==> config.mk <==
export PLATFORM = sky130hd
export DESIGN_NAME = char_lcd_nibble_interface
export DESIGN_NICKNAME = d
export VERILOG_FILES = /design/src/hdl/clnib_pkg.sv /design/src/hdl/clnib_ram.sv /design/src/hdl/clnib_queue.sv /design/src/hdl/clnib_front.sv /design/src/hdl/clnib_back.sv /design/src/hdl/char_lcd_nibble_interface.sv
export SDC_FILE = /design/constraint.sdc
export NUM_CORES = 1
export LEC_CHECK = 0
export ABC_AREA = 0
export BUFFER_PORTS_ARGS = -buffer_cell sky130_fd_sc_hd__buf_2
export CORE_UTILIZATION = 60
export DETAILED_ROUTE_END_ITERATION = 16
export HOLD_SLACK_MARGIN = 0.03
export PLACE_DENSITY = 0.77
export RECOVER_POWER = 50
export SLEW_MARGIN = 20
export SYNTH_ARGS = -nofsm -noshare
export SYNTH_HDL_FRONTEND = slang
export SYNTH_SLANG_ARGS = --single-unit
==> constraint.sdc <==
create_clock -name clk -period 3.5 [get_ports clk]
set_clock_uncertainty 0.2 [all_clocks]
set_input_delay 0 -clock clk [delete_from_list [all_inputs] [get_ports clk]]
set_output_delay 0 -clock clk [all_outputs]
set_load 0.1 [all_outputs]
==> src/hdl/clnib_pkg.sv <==
package clnib_pkg;

  // action codes
  localparam logic [3:0] ACT_INIT  = 4'd0;
  localparam logic [3:0] ACT_CMD   = 4'd1;
  localparam logic [3:0] ACT_DATA  = 4'd2;
  localparam logic [3:0] ACT_GOTO  = 4'd3;
  localparam logic [3:0] ACT_HOME  = 4'd4;
  localparam logic [3:0] ACT_CLEAR = 4'd5;
  localparam logic [3:0] ACT_PUT   = 4'd6;
  localparam logic [3:0] ACT_PUTAT = 4'd7;
  localparam logic [3:0] ACT_READ  = 4'd8;

  // job kinds handed from front to back
  localparam logic [1:0] JOB_INIT = 2'd0;
  localparam logic [1:0] JOB_BYTE = 2'd1;
  localparam logic [1:0] JOB_READ = 2'd2;

  localparam logic [7:0]  SET_ADDR_CMD = 8'h80;
  localparam logic [7:0]  CLEAR_CMD    = 8'h01;
  localparam logic [7:0]  ROW1_BASE    = 8'h40;
  localparam logic [7:0]  SPACE_CHAR   = 8'h20;
  localparam logic [15:0] BYTE_WAIT_US = 16'd100;
  localparam logic [3:0]  INIT_LAST    = 4'd11;

  localparam int QDEPTH = 4;
  localparam int QPTR_W = $clog2(QDEPTH);
  localparam int QCNT_W = $clog2(QDEPTH + 1);

  typedef struct packed {
    logic [3:0] action;
    logic [7:0] byte_value;
    logic [1:0] target_row;
    logic [4:0] target_col;
  } in_item_t;

  typedef struct packed {
    logic        is_strobe;
    logic        register_select;
    logic [3:0]  nibble;
    logic [15:0] wait_before_us;
    logic [7:0]  cell_value;
    logic        last;
  } out_item_t;

  typedef struct packed {
    logic [1:0] kind;
    logic       rs;
    logic [7:0] data;
    logic       last;
  } job_t;

  function automatic logic [3:0] init_nibble(input logic [3:0] idx);
    logic [3:0] n;
    unique case (idx) inside
      4'd0, 4'd1, 4'd2:           n = 4'h3;
      4'd3, 4'd4:                 n = 4'h2;
      4'd5, 4'd7:                 n = 4'h8;
      4'd9:                       n = 4'h1;
      4'd11:                      n = 4'hC;
      default:                    n = 4'h0;
    endcase
    return n;
  endfunction

  function automatic logic [15:0] init_wait(input logic [3:0] idx);
    logic [15:0] w;
    unique case (idx) inside
      4'd0:       w = 16'd50000;
      4'd1, 4'd2: w = 16'd5000;
      default:    w = 16'd2000;
    endcase
    return w;
  endfunction

endpackage

==> src/hdl/clnib_ram.sv <==
module clnib_ram #(
  parameter int WIDTH = 8,
  parameter int DEPTH = 40,
  parameter int AW    = (DEPTH > 1) ? $clog2(DEPTH) : 1
) (
  input  logic             clk,
  input  logic             we,
  input  logic [AW-1:0]    waddr,
  input  logic [WIDTH-1:0] wdata,
  input  logic [AW-1:0]    raddr,
  output logic [WIDTH-1:0] rdata
);

  logic [WIDTH-1:0] mem [DEPTH];
  logic [WIDTH-1:0] rdata_r;

  always_ff @(posedge clk) begin
    if (we) begin
      mem[waddr] <= wdata;
    end
    rdata_r <= mem[raddr];
  end

  assign rdata = rdata_r;

endmodule

==> src/hdl/clnib_queue.sv <==
module clnib_queue
  import clnib_pkg::*;
(
  input  logic              clk,
  input  logic              rst_n,
  input  logic              push,
  input  job_t              push_job,
  input  logic              pop,
  output job_t              head_job,
  output logic              empty,
  output logic [QCNT_W-1:0] count
);

  job_t              slot_r [QDEPTH];
  logic [QPTR_W-1:0] wr_ptr_r, wr_ptr_nxt;
  logic [QPTR_W-1:0] rd_ptr_r, rd_ptr_nxt;
  logic [QCNT_W-1:0] cnt_r, cnt_nxt;

  always_comb begin
    wr_ptr_nxt = wr_ptr_r;
    rd_ptr_nxt = rd_ptr_r;
    cnt_nxt    = cnt_r;
    if (push) begin
      wr_ptr_nxt = wr_ptr_r + 1'b1;
    end
    if (pop) begin
      rd_ptr_nxt = rd_ptr_r + 1'b1;
    end
    if (push && !pop) begin
      cnt_nxt = cnt_r + 1'b1;
    end else if (pop && !push) begin
      cnt_nxt = cnt_r - 1'b1;
    end
  end

  always_ff @(posedge clk) begin
    if (!rst_n) begin
      wr_ptr_r <= '0;
      rd_ptr_r <= '0;
      cnt_r    <= '0;
    end else begin
      wr_ptr_r <= wr_ptr_nxt;
      rd_ptr_r <= rd_ptr_nxt;
      cnt_r    <= cnt_nxt;
    end
  end

  always_ff @(posedge clk) begin
    if (push) begin
      slot_r[wr_ptr_r] <= push_job;
    end
  end

  assign head_job = slot_r[rd_ptr_r];
  assign empty    = (cnt_r == '0);
  assign count    = cnt_r;

endmodule

==> src/hdl/clnib_front.sv <==
module clnib_front
  import clnib_pkg::*;
#(
  parameter int ROWS = 2,
  parameter int COLS = 20
) (
  input  logic              clk,
  input  logic              rst_n,
  input  logic              in_push,
  output logic              in_full,
  input  in_item_t          in_item,
  input  logic [QCNT_W-1:0] q_count,
  output logic              q_push,
  output job_t              q_job
);

  localparam int CELLS = ROWS * COLS;
  localparam int AW    = (CELLS > 1) ? $clog2(CELLS) : 1;

  localparam logic [1:0] ST_BOOT   = 2'd0;
  localparam logic [1:0] ST_IDLE   = 2'd1;
  localparam logic [1:0] ST_SECOND = 2'd2;
  localparam logic [1:0] ST_READ   = 2'd3;

  logic [1:0]       state_r, state_nxt;
  logic [1:0]       cur_row_r, cur_row_nxt;
  logic [4:0]       cur_col_r, cur_col_nxt;
  logic [CELLS-1:0] valid_r, valid_nxt;
  logic             fill_r, fill_nxt;
  job_t             second_r, second_nxt;
  logic             rd_hit_r, rd_hit_nxt;
  logic             rd_vld_r, rd_vld_nxt;

  logic          accept;
  logic          tgt_in, cur_in;
  logic [AW-1:0] tgt_addr, cur_addr;
  logic [6:0]    tgt_sum, cur_sum;
  logic [7:0]    goto_cmd;
  logic [5:0]    col_inc;
  logic [2:0]    row_inc;
  logic          ram_we;
  logic [AW-1:0] ram_waddr;
  logic [7:0]    ram_rdata;
  logic [7:0]    rd_value;

  assign accept = in_push && !in_full;
  assign in_full = (state_r != ST_IDLE) || (q_count > QCNT_W'(QDEPTH - 2));

  assign tgt_in   = (32'(in_item.target_row) < ROWS) && (32'(in_item.target_col) < COLS);
  assign cur_in   = (32'(cur_row_r) < ROWS) && (32'(cur_col_r) < COLS);
  assign tgt_sum  = {2'b00, in_item.target_col} + (in_item.target_row[0] ? 7'(COLS) : 7'd0);
  assign cur_sum  = {2'b00, cur_col_r} + (cur_row_r[0] ? 7'(COLS) : 7'd0);
  assign tgt_addr = AW'(tgt_sum);
  assign cur_addr = AW'(cur_sum);

  always_comb begin
    unique case (in_item.target_row)
      2'd0:    goto_cmd = SET_ADDR_CMD | {3'b000, in_item.target_col};
      2'd1:    goto_cmd = SET_ADDR_CMD | (ROW1_BASE + {3'b000, in_item.target_col});
      default: goto_cmd = SET_ADDR_CMD;
    endcase
  end

  assign col_inc = {1'b0, cur_col_r} + 6'd1;
  assign row_inc = {1'b0, cur_row_r} + 3'd1;

  clnib_ram #(
    .WIDTH (8),
    .DEPTH (CELLS),
    .AW    (AW)
  ) u_buf (
    .clk   (clk),
    .we    (ram_we),
    .waddr (ram_waddr),
    .wdata (in_item.byte_value),
    .raddr (tgt_addr),
    .rdata (ram_rdata)
  );

  // cells never written since a clear read as the fill character; before the first clear they read as 00
  assign rd_value = !rd_hit_r ? 8'h00 :
                    rd_vld_r  ? ram_rdata :
                    fill_r    ? SPACE_CHAR : 8'h00;

  always_comb begin
    state_nxt   = state_r;
    cur_row_nxt = cur_row_r;
    cur_col_nxt = cur_col_r;
    valid_nxt   = valid_r;
    fill_nxt    = fill_r;
    second_nxt  = second_r;
    rd_hit_nxt  = rd_hit_r;
    rd_vld_nxt  = rd_vld_r;
    ram_we      = 1'b0;
    ram_waddr   = tgt_addr;
    q_push      = 1'b0;
    q_job       = '{kind: JOB_BYTE, rs: 1'b0, data: 8'h00, last: 1'b1};

    unique case (state_r)
      ST_BOOT: begin
        state_nxt = ST_IDLE;
      end
      ST_IDLE: begin
        if (accept) begin
          unique case (in_item.action)
            ACT_INIT: begin
              q_push     = 1'b1;
              q_job.kind = JOB_INIT;
            end
            ACT_CMD: begin
              q_push     = 1'b1;
              q_job.data = in_item.byte_value;
            end
            ACT_DATA: begin
              q_push     = 1'b1;
              q_job.rs   = 1'b1;
              q_job.data = in_item.byte_value;
            end
            ACT_GOTO: begin
              q_push      = 1'b1;
              q_job.data  = goto_cmd;
              cur_row_nxt = in_item.target_row;
              cur_col_nxt = in_item.target_col;
            end
            ACT_HOME: begin
              q_push      = 1'b1;
              q_job.data  = SET_ADDR_CMD;
              cur_row_nxt = 2'd0;
              cur_col_nxt = 5'd0;
            end
            ACT_CLEAR: begin
              q_push      = 1'b1;
              q_job.data  = CLEAR_CMD;
              q_job.last  = 1'b0;
              second_nxt  = '{kind: JOB_BYTE, rs: 1'b0, data: SET_ADDR_CMD, last: 1'b1};
              state_nxt   = ST_SECOND;
              valid_nxt   = '0;
              fill_nxt    = 1'b1;
              cur_row_nxt = 2'd0;
              cur_col_nxt = 5'd0;
            end
            ACT_PUT: begin
              if (cur_in) begin
                ram_we              = 1'b1;
                ram_waddr           = cur_addr;
                valid_nxt[cur_addr] = 1'b1;
              end
              if (32'(col_inc) >= COLS) begin
                cur_col_nxt = 5'd0;
                cur_row_nxt = (32'(row_inc) >= ROWS) ? 2'd0 : row_inc[1:0];
              end else begin
                cur_col_nxt = col_inc[4:0];
              end
            end
            ACT_PUTAT: begin
              if (tgt_in) begin
                q_push              = 1'b1;
                q_job.data          = goto_cmd;
                q_job.last          = 1'b0;
                second_nxt          = '{kind: JOB_BYTE, rs: 1'b1,
                                        data: in_item.byte_value, last: 1'b1};
                state_nxt           = ST_SECOND;
                ram_we              = 1'b1;
                valid_nxt[tgt_addr] = 1'b1;
                cur_row_nxt         = in_item.target_row;
                cur_col_nxt         = in_item.target_col;
              end
            end
            ACT_READ: begin
              rd_hit_nxt = tgt_in;
              rd_vld_nxt = valid_r[tgt_addr];
              state_nxt  = ST_READ;
            end
            default: begin
            end
          endcase
        end
      end
      ST_SECOND: begin
        q_push    = 1'b1;
        q_job     = second_r;
        state_nxt = ST_IDLE;
      end
      ST_READ: begin
        q_push    = 1'b1;
        q_job     = '{kind: JOB_READ, rs: 1'b0, data: rd_value, last: 1'b1};
        state_nxt = ST_IDLE;
      end
      default: begin
        state_nxt = ST_IDLE;
      end
    endcase
  end

  always_ff @(posedge clk) begin
    if (!rst_n) begin
      state_r   <= ST_BOOT;
      cur_row_r <= '0;
      cur_col_r <= '0;
      valid_r   <= '0;
      fill_r    <= 1'b0;
    end else begin
      state_r   <= state_nxt;
      cur_row_r <= cur_row_nxt;
      cur_col_r <= cur_col_nxt;
      valid_r   <= valid_nxt;
      fill_r    <= fill_nxt;
    end
  end

  always_ff @(posedge clk) begin
    second_r <= second_nxt;
    rd_hit_r <= rd_hit_nxt;
    rd_vld_r <= rd_vld_nxt;
  end

endmodule

==> src/hdl/clnib_back.sv <==
module clnib_back
  import clnib_pkg::*;
(
  input  logic      clk,
  input  logic      rst_n,
  input  logic      q_empty,
  input  job_t      q_head,
  output logic      q_pop,
  output logic      out_empty,
  input  logic      out_pop,
  output out_item_t out_item
);

  job_t      job_r, job_nxt;
  logic      busy_r, busy_nxt;
  logic [3:0] step_r, step_nxt;
  out_item_t res_r, res_nxt;
  logic      res_vld_r, res_vld_nxt;

  logic      produce;
  logic      final_step;
  out_item_t gen;

  assign produce = busy_r && (!res_vld_r || out_pop);
  assign q_pop   = !busy_r && !q_empty;

  always_comb begin
    gen        = '0;
    final_step = 1'b1;
    unique case (job_r.kind)
      JOB_INIT: begin
        gen.is_strobe      = 1'b1;
        gen.nibble         = init_nibble(step_r);
        gen.wait_before_us = init_wait(step_r);
        final_step         = (step_r == INIT_LAST);
      end
      JOB_BYTE: begin
        gen.is_strobe       = 1'b1;
        gen.register_select = job_r.rs;
        // high nibble first, low nibble follows with no wait
        gen.nibble          = (step_r == 4'd0) ? job_r.data[7:4] : job_r.data[3:0];
        gen.wait_before_us  = (step_r == 4'd0) ? BYTE_WAIT_US : 16'd0;
        final_step          = (step_r != 4'd0);
      end
      default: begin
        gen.cell_value = job_r.data;
      end
    endcase
    gen.last = job_r.last && final_step;
  end

  always_comb begin
    job_nxt     = job_r;
    busy_nxt    = busy_r;
    step_nxt    = step_r;
    res_nxt     = res_r;
    res_vld_nxt = res_vld_r && !out_pop;
    if (q_pop) begin
      job_nxt  = q_head;
      busy_nxt = 1'b1;
      step_nxt = 4'd0;
    end
    if (produce) begin
      res_nxt     = gen;
      res_vld_nxt = 1'b1;
      step_nxt    = step_r + 4'd1;
      if (final_step) begin
        busy_nxt = 1'b0;
      end
    end
  end

  always_ff @(posedge clk) begin
    if (!rst_n) begin
      busy_r    <= 1'b0;
      res_vld_r <= 1'b0;
    end else begin
      busy_r    <= busy_nxt;
      res_vld_r <= res_vld_nxt;
    end
  end

  always_ff @(posedge clk) begin
    job_r  <= job_nxt;
    step_r <= step_nxt;
    res_r  <= res_nxt;
  end

  assign out_empty = !res_vld_r;
  assign out_item  = res_r;

endmodule

==> src/hdl/char_lcd_nibble_interface.sv <==
// channel  | ports                        | moves
// ---------+------------------------------+-------------------------------------
// input    | in_push, in_full, in_item    | one action per transaction
// result   | out_pop, out_empty, out_item | one nibble strobe or cell answer
//
// the front takes an action; clear, on-screen put at and cell read add a second
// state (second job push, or the registered buffer read); the back loads a job
// and emits one result a cycle while no unpopped result is held
// a 4-entry job queue splits front and back, so either side stalls on its own
// in_full is high for the first cycle after reset and while the queue is nearly full
// reset is synchronous; the shadow buffer needs no clearing pass after reset
module char_lcd_nibble_interface
  import clnib_pkg::*;
#(
  parameter int ROWS = 2,
  parameter int COLS = 20
) (
  input  logic      clk,
  input  logic      rst_n,
  input  logic      in_push,
  output logic      in_full,
  input  in_item_t  in_item,
  output logic      out_empty,
  input  logic      out_pop,
  output out_item_t out_item
);

  logic              q_push;
  logic              q_pop;
  logic              q_empty;
  logic [QCNT_W-1:0] q_count;
  job_t              q_job;
  job_t              q_head;

  clnib_front #(
    .ROWS (ROWS),
    .COLS (COLS)
  ) u_front (
    .clk     (clk),
    .rst_n   (rst_n),
    .in_push (in_push),
    .in_full (in_full),
    .in_item (in_item),
    .q_count (q_count),
    .q_push  (q_push),
    .q_job   (q_job)
  );

  clnib_queue u_queue (
    .clk      (clk),
    .rst_n    (rst_n),
    .push     (q_push),
    .push_job (q_job),
    .pop      (q_pop),
    .head_job (q_head),
    .empty    (q_empty),
    .count    (q_count)
  );

  clnib_back u_back (
    .clk       (clk),
    .rst_n     (rst_n),
    .q_empty   (q_empty),
    .q_head    (q_head),
    .q_pop     (q_pop),
    .out_empty (out_empty),
    .out_pop   (out_pop),
    .out_item  (out_item)
  );

  a_no_overflow: assert property (@(posedge clk) disable iff (!rst_n)
    q_push |-> (q_count != QCNT_W'(QDEPTH)))
    else $error("job queue overflow");

  a_no_underflow: assert property (@(posedge clk) disable iff (!rst_n)
    q_pop |-> !q_empty)
    else $error("job queue underflow");

  a_count_up: assert property (@(posedge clk) disable iff (!rst_n)
    $past(rst_n) && $past(q_push) && !$past(q_pop) |-> q_count == $past(q_count) + 1'b1)
    else $error("job queue count lost a push");

endmodule

==> run metrics <==
met3 usage 5.16%; # rows between 60 and 70; Yosys reg bits 485; gr usage total between 30 and 40%; EDFF count, synth roughly 420; Worst slew margin -60.3%; critical path class reg -> reg; min-delay src in_item[0]; # port buffers approximately 50; CTS tree built; initial antenna violation count 1; DRT Pass-1 Iters 6; Util after Layout a little over two thirds; Layout Nets between 1500 and 2000; pre-CTS WS a little under 300 ps; WP depth 5; Area growth syn-to-layout 14.4%; Slew Viols, Final 294; crit path DAT about 3400 ps; crit path cell chain a21oi_1 > and4_1 > mux2i_1 > nand4b_1 > nor2_1; Die X about 190 µm; Resize count post-CTS 0; Cell variety after synth 74; Max VDD drop about 680 µV; MaxCap Viol Count 7; RSZ-0062 raised after global routing no; Top FF cell, synth edfxtp_1; CP max FO 8; vias in the first global route 13200; Vias roughly 14000; worst setup path endpoint u_front.u_buf.mem[38][6]$_DFFE_PP_; GR Overflow Total 0; worst setup path startpoint u_queue.count[1]$_SDFFE_PN0P_; Yosys warnings 0; Setup violations, final 0; Routed Antenna Nets 0; clk_lat worst skew roughly 600 ps; Worst-path clk slew around 60 ps; Min Clock Period, post-route around 3400 ps; Final WS setup roughly 120 ps; setup TNS 0 ps; DR iter-0 viols roughly 2000; failing checks capacitance limit, slew limit; Largest stage delay, worst path 660 ps; CTS Root Cell clkbuf_16; fmax 295 MHz; outcome finished with violations; H-tree Lvls 2; GRT met1 Usage a little over two fifths; number of antenna diodes 0; global-route wire length before repair ~80000 µm; Top Usage Layer GRT met2; Buf+Inv Stages, Crit Path 0; Boundary Pins 56; critical path's slowest cell nor2_1; Avg Cell Area, Syn between 10 and 15 µm²; worst slew pin tran between 2000 and 2500 ps; CP delay by family, top simple AND/OR/NAND/NOR gates; Final period util a little under 100%; buffers from clock root to sink, at most 3; CTS Buf Count 48; Post-CTS Setup Repair Bufs 0; most common cell after layout, fill and taps aside edfxtp_1; CP startpoint kind register; hold violation count in the final report 0; Worst R2R Setup Slack about 120 ps; Pwr Density between 600 and 700 nW/µm²; number of clock sinks about 490; most frequent cells in the layout edfxtp_1 (418), buf_4 (91), nand2_1 (73); Starting Density 61.2%; Leak 7.95 nW; layout cells sized above 1 between 10% and 20%; DRC viols 0; placed wire-length estimate between 30000 and 40000 µm; die area 35100 µm²; Mapped Area slightly above 20000 µm²; routed wire length approximately 54000 µm; core area around 34000 µm²; vias per inst 6.74; Reg-to-Reg End u_front.u_buf.mem[38][6]$_DFFE_PP_; Cells after Synth 1418; post-synthesis sequential area ratio around two thirds; die height between 150 and 200 µm; Reg2Reg Depth 5; gpl congestion about 0.95; Critical Path RT ~3500 ps; GRT met2 Usage between 40% and 50%; hold crit path type in -> reg; fillcell total approximately 2200; ys async rst share 0%; WL per Instance 26.4 µm; pin count of the biggest net entering global routing 43; kind of end point of the critical path register; Crit Reg-Reg Startpoint u_queue.count[1]$_SDFFE_PN0P_
==> cell usage after synthesis (6+ instances only) <==
cell type	count	area share, %
edfxtp_1	418	61
nand2_1	73	1.3
dfxtp_1	67	6.5
mux2i_1	67	3.3
nor2_1	67	1.2
a22oi_1	64	2.3
nor3_1	51	1.2
clkbuf_1	45	0.82
o22ai_1	42	1.3
o21ai_0	38	0.92
mux2_2	37	2.0
a221oi_1	33	1.4
inv_1	32	0.58
mux4_2	32	3.5
a21oi_1	30	0.73
buf_2	29	0.71
and2_1	25	0.76
nand3_1	22	0.53
o2bb2ai_1	22	0.94
a22o_1	20	0.85
ha_1	18	1.1
nor2b_1	17	0.52
a32oi_1	12	0.51
nand2b_1	11	0.33
buf_4	10	0.36
buf_1	8	0.15
nand4_1	8	0.24
a211oi_1	7	0.26
and3_1	7	0.21
o22a_1	7	0.30
or2_2	7	0.21
xor2_1	6	0.26
==> final cells by class <==
cell class | count | area, µm² | area share, %
flip-flops and latches | 485 | 13900 | 59.0
multi-input cells | 806 | 6130 | 26.0
clock buffers | 66 | 1410 | 6.00
repair buffers | 179 | 1220 | 5.20
well taps | 448 | 561 | 2.38
clock inverters | 21 | 204 | 0.866
inverters | 34 | 128 | 0.542
==> power by group <==
part	internal [mW]	total, mW	switching, mW
clock	3.06	5.23	2.18
combinational	0.667	2.56	1.89
sequential	6.65	6.88	0.237
total	10.4	14.7	4.31
==> worst reg2reg max path, stage by stage (launching register included) <==
cell and delay [ps]:
dfxtp_1 350, a21oi_1 360, and4_1 590, mux2i_1 480, nand4b_1 350, nor2_1 660
==> metal layers <==
| layer | up-vias | wire length [µm] | part of all wire [%] |
|---|---|---|---|
| li1 | 5879 | - | - |
| met1 | 6745 | 20300 | 38 |
| met5 | - | 0 | 0 |
| met3 | 176 | 5880 | 11 |
| met2 | 935 | 25400 | 47 |
| met4 | 0 | 2300 | 4.3 |
==> what timing repair did <==
item,CTS,global route
endpoints found under the hold margin,391,0
endpoints found under the setup margin,0,0
hold buffers,29,0
==> how the worst min path moves through the flow <==
stage                     slack [ps]                                 to  cells past startpoint
after floorplan                 -100  u_front.u_buf.mem[0][0]$_DFFE_PP_                      0
after detailed placement         130    u_front.state_r[1]$_SDFFE_PN0P_                      3
final                             80     u_front.u_buf.rdata[6]$_DFF_P_                      4
after CTS                         50     u_front.u_buf.rdata[6]$_DFF_P_                      4
after global placement           140    u_front.state_r[1]$_SDFFE_PN0P_                      3
after global routing             100         u_front.rd_vld_r$_DFFE_PP_                      3
==> logic make-up after synthesis <==
| group | after synthesis | share of synthesized area (%) |
|---|---|---|
| other cells | 1 | 0.0182 |
| mux | 137 | 8.86 |
| flops | 485 | 67.5 |
| simple gates | 311 | 7.65 |
| compound gates | 326 | 11.5 |
| xor+xnor | 9 | 0.383 |
| buf+inv | 130 | 2.87 |
| fa+ha+maj | 19 | 1.19 |
==> flip-flops by register name, summed over array words and instances, names as in the netlist, 3 cells and up <==
| register | cells |
|---|---|
| u_front.u_buf.rdata | 8 |
| u_front.u_buf.mem | 320 |
| u_queue.slot_r | 48 |
| u_back.step_r | 4 |
| u_back.out_item | 23 |
| u_front.second_r | 9 |
| u_back.job_r | 12 |
| u_front.cur_col_r | 5 |
| u_queue.count | 3 |
| u_front.valid_r | 40 |
==> metrics by stage <==
stage	std cells	hold slack [ps]	total power [mW]	instance area, µm²
2_1_floorplan	1421	-101	8.88	20600
3_3_place_gp	1923	140	9.44	21700
3_5_place_dp	1923	131	9.50	21700
4_1_cts	2039	47.7	14.7	23600
5_1_grt	2039	99.8	15.1	23600
6_report	2039	82.4	14.7	23600
Note: power is estimated with default switching activity, not from simulation.
